==> src/rtl/core/ucc_pkg.sv <==
package ucc_pkg;

  // Word layout
  localparam int TDATA_W = 72;
  localparam int YEAR_W  = 12;

  localparam logic [31:0] SECS_PER_DAY  = 32'd86400;
  localparam logic [31:0] SECS_PER_HOUR = 32'd3600;
  localparam logic [31:0] SECS_PER_MIN  = 32'd60;
  localparam logic [31:0] SECS_YEAR     = 32'd31536000;
  localparam logic [31:0] SECS_LEAP     = 32'd31622400;
  localparam logic [31:0] SECS_DAY_NEG  = ~SECS_PER_DAY + 32'd1;

  localparam logic [YEAR_W-1:0] EPOCH_YEAR = 12'd1970;
  localparam logic [YEAR_W-1:0] BASE_YEAR  = 12'd2000;
  localparam logic [YEAR_W-1:0] LAST_YEAR  = 12'd2099;
  localparam logic [YEAR_W-1:0] NOLEAP_CENTURY = 12'd2100;

  // Top bit of each restoring divide step
  localparam logic [2:0] DAY_TOP  = 3'd4;
  localparam logic [2:0] HOUR_TOP = 3'd4;
  localparam logic [2:0] MIN_TOP  = 3'd5;

  localparam logic [3:0] MONTH_FIRST = 4'd1;
  localparam logic [3:0] MONTH_LAST  = 4'd12;
  localparam logic [3:0] MONTH_PAST  = 4'd13;

  typedef enum logic [7:0] {
    S_IDLE  = 8'b0000_0001,
    S_YEAR  = 8'b0000_0010,
    S_MONTH = 8'b0000_0100,
    S_DAY   = 8'b0000_1000,
    S_HOUR  = 8'b0001_0000,
    S_MIN   = 8'b0010_0000,
    S_SEC   = 8'b0100_0000,
    S_DONE  = 8'b1000_0000
  } state_t;

  // Years seen here stay within 1970..2127; 2000 is the only leap century.
  function automatic logic is_leap(input logic [YEAR_W-1:0] y);
    return (y[1:0] == 2'b00) && (y != NOLEAP_CENTURY);
  endfunction

  // Length of a month in seconds; months outside 1..12 read as all ones.
  function automatic logic [31:0] month_secs(input logic [3:0] m, input logic leap);
    logic [4:0] days;
    days = 5'd0;
    case (m)
      4'd1, 4'd3, 4'd5, 4'd7, 4'd8, 4'd10, 4'd12: days = 5'd31;
      4'd4, 4'd6, 4'd9, 4'd11:                      days = 5'd30;
      4'd2:                                         days = leap ? 5'd29 : 5'd28;
      default:                                      days = 5'd0;
    endcase
    if (days == 5'd0) begin
      return 32'hFFFF_FFFF;
    end
    return 32'(days) * SECS_PER_DAY;
  endfunction

endpackage

==> src/rtl/core/unix_calendar_converter.sv <==
// Channel  Dir  Word
// s_*      in   tuser: op; tdata: year, month, day, hour, minute, second, unix seconds
// m_*      out  tuser: range_error; tdata: unix seconds, year, month, day, hour, min, sec
//
// One word at a time. A 33-bit add/subtract unit takes one year or month length per
// cycle, then one time-of-day term or one divide bit per cycle.
// Calendar to seconds: a step per year from 1970, per month, then day, hour, min, sec.
// Seconds to calendar: years from 1970, months, then day, hour and minute quotient bits.
// s_tready is high only while idle; the result holds on m_tdata until taken.
// rst (synchronous) returns the sequencer to idle.
module unix_calendar_converter (
  input  logic                        clk,
  input  logic                        rst,
  input  logic                        s_tvalid,
  output logic                        s_tready,
  input  logic                        s_tuser,  // [0] op
  // [6:0] year_since_2000, [10:7] month_in, [15:11] day_in, [20:16] hour_in,
  // [26:21] minute_in, [32:27] second_in, [64:33] unix_seconds_in, rest zero
  input  logic [ucc_pkg::TDATA_W-1:0] s_tdata,
  output logic                        m_tvalid,
  input  logic                        m_tready,
  output logic                        m_tuser,  // [0] range_error
  // [31:0] unix_seconds_out, [38:32] year_out, [42:39] month_out, [47:43] day_out,
  // [52:48] hour_out, [58:53] minute_out, [64:59] second_out, rest zero
  output logic [ucc_pkg::TDATA_W-1:0] m_tdata
);

  ucc_pkg::state_t state, state_next;

  logic                        op;
  logic [6:0]                  ys;
  logic [3:0]                  month;
  logic [4:0]                  day;
  logic [4:0]                  hour;
  logic [5:0]                  minute;
  logic [5:0]                  second;
  logic [31:0]                 acc;
  logic [ucc_pkg::YEAR_W-1:0]  yr;
  logic [3:0]                  mo;
  logic [4:0]                  dq;
  logic [4:0]                  hq;
  logic [5:0]                  mq;
  logic [2:0]                  bitc;

  logic [ucc_pkg::YEAR_W-1:0]  yr_end;
  logic [3:0]                  mo_end;
  logic [31:0]                 term;
  logic [31:0]                 opnd;
  logic [32:0]                 sum;
  logic [31:0]                 res;
  logic                        ge;
  logic                        rng_err;

  assign yr_end = ucc_pkg::BASE_YEAR + ucc_pkg::YEAR_W'(ys);
  assign mo_end = (month > ucc_pkg::MONTH_LAST) ? ucc_pkg::MONTH_PAST : month;

  // Pick the term for this step
  always_comb begin
    case (state)
      ucc_pkg::S_YEAR:
        term = ucc_pkg::is_leap(yr) ? ucc_pkg::SECS_LEAP : ucc_pkg::SECS_YEAR;
      ucc_pkg::S_MONTH:
        term = ucc_pkg::month_secs(mo, ucc_pkg::is_leap(yr));
      ucc_pkg::S_DAY:
        term = op ? (ucc_pkg::SECS_PER_DAY << bitc) : (32'(day) * ucc_pkg::SECS_PER_DAY);
      ucc_pkg::S_HOUR:
        term = op ? (ucc_pkg::SECS_PER_HOUR << bitc) : (32'(hour) * ucc_pkg::SECS_PER_HOUR);
      ucc_pkg::S_MIN:
        term = op ? (ucc_pkg::SECS_PER_MIN << bitc) : (32'(minute) * ucc_pkg::SECS_PER_MIN);
      ucc_pkg::S_SEC:
        term = 32'(second);
      default:
        term = 32'd0;
    endcase
  end

  // Shared add/subtract: carry out is "acc >= term" when subtracting
  assign opnd = op ? ~term : term;
  assign sum  = {1'b0, acc} + {1'b0, opnd} + {32'd0, op};
  assign res  = sum[31:0];
  assign ge   = sum[32];

  // Sequence the steps
  always_comb begin
    state_next = state;
    case (state)
      ucc_pkg::S_IDLE: begin
        if (s_tvalid) state_next = ucc_pkg::S_YEAR;
      end
      ucc_pkg::S_YEAR: begin
        if (op ? !ge : (yr == yr_end)) state_next = ucc_pkg::S_MONTH;
      end
      ucc_pkg::S_MONTH: begin
        if (op ? !(ge && (mo <= ucc_pkg::MONTH_LAST)) : !(mo < mo_end)) begin
          state_next = ucc_pkg::S_DAY;
        end
      end
      ucc_pkg::S_DAY: begin
        if (!op || (bitc == 3'd0)) state_next = ucc_pkg::S_HOUR;
      end
      ucc_pkg::S_HOUR: begin
        if (!op || (bitc == 3'd0)) state_next = ucc_pkg::S_MIN;
      end
      ucc_pkg::S_MIN: begin
        if (!op) begin
          state_next = ucc_pkg::S_SEC;
        end else if (bitc == 3'd0) begin
          state_next = ucc_pkg::S_DONE;
        end
      end
      ucc_pkg::S_SEC: begin
        state_next = ucc_pkg::S_DONE;
      end
      ucc_pkg::S_DONE: begin
        if (m_tready) state_next = ucc_pkg::S_IDLE;
      end
      default: state_next = ucc_pkg::S_IDLE;
    endcase
  end

  always_ff @(posedge clk) begin
    if (rst) begin
      state <= ucc_pkg::S_IDLE;
      bitc  <= 3'd0;
    end else begin
      state <= state_next;
      case (state)
        ucc_pkg::S_MONTH: bitc <= ucc_pkg::DAY_TOP;
        ucc_pkg::S_DAY:   bitc <= (bitc == 3'd0) ? ucc_pkg::HOUR_TOP : bitc - 3'd1;
        ucc_pkg::S_HOUR:  bitc <= (bitc == 3'd0) ? ucc_pkg::MIN_TOP : bitc - 3'd1;
        ucc_pkg::S_MIN:   bitc <= bitc - 3'd1;
        default:          bitc <= bitc;
      endcase
    end
  end

  // Datapath
  always_ff @(posedge clk) begin
    case (state)
      ucc_pkg::S_IDLE: begin
        if (s_tvalid) begin
          op     <= s_tuser;
          ys     <= s_tdata[6:0];
          month  <= s_tdata[10:7];
          day    <= s_tdata[15:11];
          hour   <= s_tdata[20:16];
          minute <= s_tdata[26:21];
          second <= s_tdata[32:27];
          // Calendar sum starts at minus one day to cover day - 1
          acc    <= s_tuser ? s_tdata[64:33] : ucc_pkg::SECS_DAY_NEG;
          yr     <= ucc_pkg::EPOCH_YEAR;
          mo     <= ucc_pkg::MONTH_FIRST;
          dq     <= 5'd0;
          hq     <= 5'd0;
          mq     <= 6'd0;
        end
      end
      ucc_pkg::S_YEAR: begin
        if (op ? ge : (yr != yr_end)) begin
          acc <= res;
          yr  <= yr + 12'd1;
        end
      end
      ucc_pkg::S_MONTH: begin
        if (op ? (ge && (mo <= ucc_pkg::MONTH_LAST)) : (mo < mo_end)) begin
          acc <= res;
          mo  <= mo + 4'd1;
        end
      end
      ucc_pkg::S_DAY: begin
        if (!op) begin
          acc <= res;
        end else if (ge) begin
          acc      <= res;
          dq[bitc] <= 1'b1;
        end
      end
      ucc_pkg::S_HOUR: begin
        if (!op) begin
          acc <= res;
        end else if (ge) begin
          acc      <= res;
          hq[bitc] <= 1'b1;
        end
      end
      ucc_pkg::S_MIN: begin
        if (!op) begin
          acc <= res;
        end else if (ge) begin
          acc      <= res;
          mq[bitc] <= 1'b1;
        end
      end
      ucc_pkg::S_SEC: begin
        acc <= res;
      end
      default: begin
        acc <= acc;
      end
    endcase
  end

  // Drive the result word from held registers
  assign rng_err  = op && ((yr < ucc_pkg::BASE_YEAR) || (yr > ucc_pkg::LAST_YEAR));
  assign s_tready = (state == ucc_pkg::S_IDLE);
  assign m_tvalid = (state == ucc_pkg::S_DONE);
  assign m_tuser  = rng_err;

  always_comb begin
    m_tdata        = '0;
    m_tdata[31:0]  = op ? 32'd0 : acc;
    if (op && !rng_err) begin
      m_tdata[38:32] = 7'(yr - ucc_pkg::BASE_YEAR);
      m_tdata[42:39] = mo;
      m_tdata[47:43] = dq + 5'd1;
    end
    if (op) begin
      m_tdata[52:48] = hq;
      m_tdata[58:53] = mq;
      m_tdata[64:59] = acc[5:0];
    end
  end

endmodule

==> config.mk <==
export PLATFORM = sky130hd
export DESIGN_NAME = unix_calendar_converter
export DESIGN_NICKNAME = d
export VERILOG_FILES = /design/src/rtl/core/ucc_pkg.sv /design/src/rtl/core/unix_calendar_converter.sv
export SDC_FILE = /design/constraint.sdc
export NUM_CORES = 1
export LEC_CHECK = 0
export ABC_AREA = 0
export BUFFER_PORTS_ARGS = -buffer_cell sky130_fd_sc_hd__buf_2
export CORE_ASPECT_RATIO = 0.9
export CORE_MARGIN = 2
export CORE_UTILIZATION = 30
export CTS_CLUSTER_DIAMETER = 150
export DETAILED_ROUTE_END_ITERATION = 10
export SYNTH_ARGS = -nofsm -noshare
export SYNTH_HDL_FRONTEND = slang
export SYNTH_SLANG_ARGS = --single-unit
==> constraint.sdc <==
create_clock -name clk -period 13.6 [get_ports clk]
set_clock_uncertainty 0.1 [all_clocks]
set_input_delay 2.04 -clock clk [delete_from_list [all_inputs] [get_ports clk]]
set_output_delay 2.04 -clock clk [all_outputs]
set_load 0.02 [all_outputs]
==> reports/metrics.cfg <==
[run_status]
outcome=completed

[routing]
viasPerCell=5.16
wl_met1_um=14700
ant_nets=0
wire_per_inst_um=17.5
wl_met3_um=1610
totalWireLength_um=30600
dr_total_vias=9035
drtPass1Iterations=5
highest_layer=met4
drc=0
drt_iter0_drc=748
wl_met2_um=13900

[synth]
ys_ff_latch=109
syn_area_sq_mm=0.0102
yosys_warnings=0
ys_seq_area_frac=0.309
synthArstFlopShare=0
avgSynthCellArea_sq_um=8.64
synthCells=1185
synth_edf_count=98
yosysUniqueCellTypes=75
synthFlopType=edfxtp_1

[clock_tree]
clkTransAtPathRegs_ns=0.08
cts_buffer_depth=2
root_buffer=clkbuf_16
h-tree-depth=3
clk_latency_ns=0.38
cts_buffers=9
cts_resized=0
postCtsSetupBuffers=0
holdBufCountCts=0
cts_sinks=109
tritoncts=built

[floorplanning]
core-area_sq_mm=0.0338
initial_core_util=0.303
die_area_sq_mm=0.0356
num_rows=64
die_x_um=199
die_h_um=179
io-pin-count=152

[layout]
final_cell_mix=137 x buf_2, 117 x a21oi_1, 116 x ha_1, 98 x nor2_1, 98 x edfxtp_1
layout_commonest_cell=buf_2
drive_gt1_frac=0.144
final_cells=1750
synthToLayoutAreaGrowth_pct=13.8
fin_area_sq_mm=0.0117
nets=1491

[placement]
gp_congestion=0.893
placed_area_sq_mm=0.0113
place_hpwl_um=23800
io_buffers=137
place_inst=1733

[critical_path]
crit_chain=inv_1 > fa_1 > fa_1 > inv_1 > ha_1 > a21oi_1 > o21bai_1 > a21oi_1 > o21ai_0 > xor2_1 > a2111oi_0 > a21oi_1 > ha_1 > a21oi_1 > o21ai_0 > o22a_1 > a21o_1 > a211oi_1 > o31ai_1 > or2_2 > o21ai_0 > nor3_2 > buf_4
crit_arrival_ns=6.47
r2r_start=minute[3]$_DFFE_PP_
cp_top_family=compound AO/OA/AOI/OAI gates
cp_num_buf_inv=3
critical_path_class=flop to flop
crit_slowest_cell=fa_1
required_ns=13.52
crit_path_start_kind=flop
ff2ff_path_depth=23
max_stage_delay_ns=0.51
r2r_slack_ns=7.05
crit_fanout=32
r2r-end=acc[3]$_DFFE_PP_
crit_top_cell=a21oi_1
crit_path_end_kind=flop

[power]
seqPwrFrac=0.340
p_switching_mw=0.529
switching_share=0.402
clkPwrFrac=0.221
ir_worst_vdd_mv=0.0609
p_comb_frac=0.439
p_per_area_mw_per_mm2=113
p_leak_nw=4.92
intPower_mw=0.788

[worst_hold_path]
min_path_cells=2
min_from=hq[0]$_SDFFCE_PN0P_
hold_class=flop to flop
hold_end=hq[0]$_SDFFCE_PN0P_

[global_routing]
grt_first_pass_wirelength_um=47700
grt_pass1_vias=8619
track_usage=0.173
grt-ovfl-total=0
antenna_found_initial=1
grt_max_degree=76

[timing]
rsz0062_at_grt=false
fin_crit_sh=0.482
setup_tns_ns=0
setup_viol=0
timing.fmax_mhz=153
worst_pin_slew_ns=0.980
hold_slack_ns=0.475
maxSlewHeadroom=0.343
maxSlewViolCount=0
min_period_ns=6.55
final_hold_viol_count=0

[job]
cap_violations=0

## synth_stat cells, types with 5 or more instances
cell type | n | area share
o21ai_0 | 90 | 0.044
dfxtp_1 | 11 | 0.021
nand3_1 | 35 | 0.017
inv_1 | 73 | 0.027
and3_1 | 11 | 0.0067
buf_4 | 7 | 0.0051
fa_1 | 16 | 0.031
xor2_1 | 35 | 0.030
o21ai_1 | 11 | 0.0054
o31ai_1 | 5 | 0.0037
nand2_1 | 81 | 0.030
o21a_1 | 11 | 0.0081
a31oi_1 | 13 | 0.0079
xnor2_1 | 45 | 0.038
edfxtp_1 | 98 | 0.29
o22ai_1 | 8 | 0.0049
a21o_1 | 17 | 0.012
nor2_1 | 98 | 0.036
a21oi_1 | 117 | 0.057
mux2i_1 | 7 | 0.0068
o21bai_1 | 8 | 0.0059
nand4_1 | 19 | 0.012
nor3_1 | 20 | 0.0098
clkbuf_1 | 53 | 0.019
o211ai_1 | 6 | 0.0044
nor4_1 | 5 | 0.0031
a211o_1 | 5 | 0.0043
and2_1 | 21 | 0.013
a211oi_1 | 9 | 0.0066
nor2b_1 | 45 | 0.027
ha_1 | 116 | 0.14
or3_1 | 6 | 0.0037
nand2b_1 | 9 | 0.0055
## how the worst max path moves through the flow
stage | cells after the start | to | start | slack (ns)
final | 23 | acc[3]$_DFFE_PP_ | minute[3]$_DFFE_PP_ | 7.05
after global routing | 23 | acc[3]$_DFFE_PP_ | minute[3]$_DFFE_PP_ | 6.47
after CTS | 23 | acc[3]$_DFFE_PP_ | minute[3]$_DFFE_PP_ | 7.01
after detailed placement | 23 | acc[3]$_DFFE_PP_ | minute[3]$_DFFE_PP_ | 7.06
after global placement | 23 | acc[3]$_DFFE_PP_ | minute[3]$_DFFE_PP_ | 7.15
after floorplan | 22 | acc[0]$_DFFE_PP_ | minute[3]$_DFFE_PP_ | 6.16
## worst reg2reg max path, stage by stage (launching register included)
cell and delay (ns):
edfxtp_1 0.49, inv_1 0.20, fa_1 0.47, fa_1 0.51, inv_1 0.04, ha_1 0.33, a21oi_1 0.23, o21bai_1 0.10
a21oi_1 0.21, o21ai_0 0.15, xor2_1 0.17, a2111oi_0 0.41, a21oi_1 0.16, ha_1 0.46, a21oi_1 0.09, o21ai_0 0.28
o22a_1 0.25, a21o_1 0.20, a211oi_1 0.15, o31ai_1 0.26, or2_2 0.17, o21ai_0 0.12, nor3_2 0.20, buf_4 0.41
## cell families after synthesis
family | count (synthesis) | synth area share
AO/OA/AOI/OAI | 341 | 0.204
XOR/XNOR | 80 | 0.0684
adder cells (fa/ha/maj) | 132 | 0.173
buffers and inverters | 142 | 0.0552
flip-flops | 109 | 0.309
multiplexers | 8 | 0.00794
other | 1 | 0.000366
AND/OR/NAND/NOR | 372 | 0.182
## final cells by class
class / instances / area [sq um]
fill: 3559 / 22100
multi-input combinational: 940 / 6550
clock buffer: 9 / 225
timing repair buffer: 148 / 768
sequential: 109 / 3160
antenna: 1 / 2.50
inverter: 74 / 278
clock inverter: 7 / 91.3
tap: 462 / 578
## per-layer routing
metal / up-vias / GRT usage
li1: 4445 / -
met1: 4299 / 0.245
met4: 0 / 0.0457
met3: 25 / 0.0295
met2: 266 / 0.272
met5: - / 0.00137
## registers in the layout, summed over array words and instances, names as in the netlist
signal  cells
acc        32
bitc        3
day         5
dq          5
hour        5
hq          5
minute      6
mo          4
month       4
mq          6
op          1
second      6
state       8
yr         12
ys          7
## through the flow
stage / total power [mW] / worst slack (ns) / utilization
3_5_place_dp: 1.03 / 7.06 / 0.336
2_1_floorplan: 0.874 / 6.16 / -
6_report: 1.32 / 7.05 / 0.345
3_3_place_gp: 1.02 / 7.15 / 0.336
5_1_grt: 1.41 / 6.47 / 0.345
4_1_cts: 1.32 / 7.01 / 0.345
## power groups by stage
stage	registers (mW)	logic, mW	clock network, mW
floorplan	0.436	0.437	0
global placement	0.455	0.564	0
detailed placement	0.456	0.575	0
CTS	0.448	0.579	0.297
global route	0.453	0.653	0.309
finish	0.447	0.578	0.292
Power figures use the tool's default switching activity.
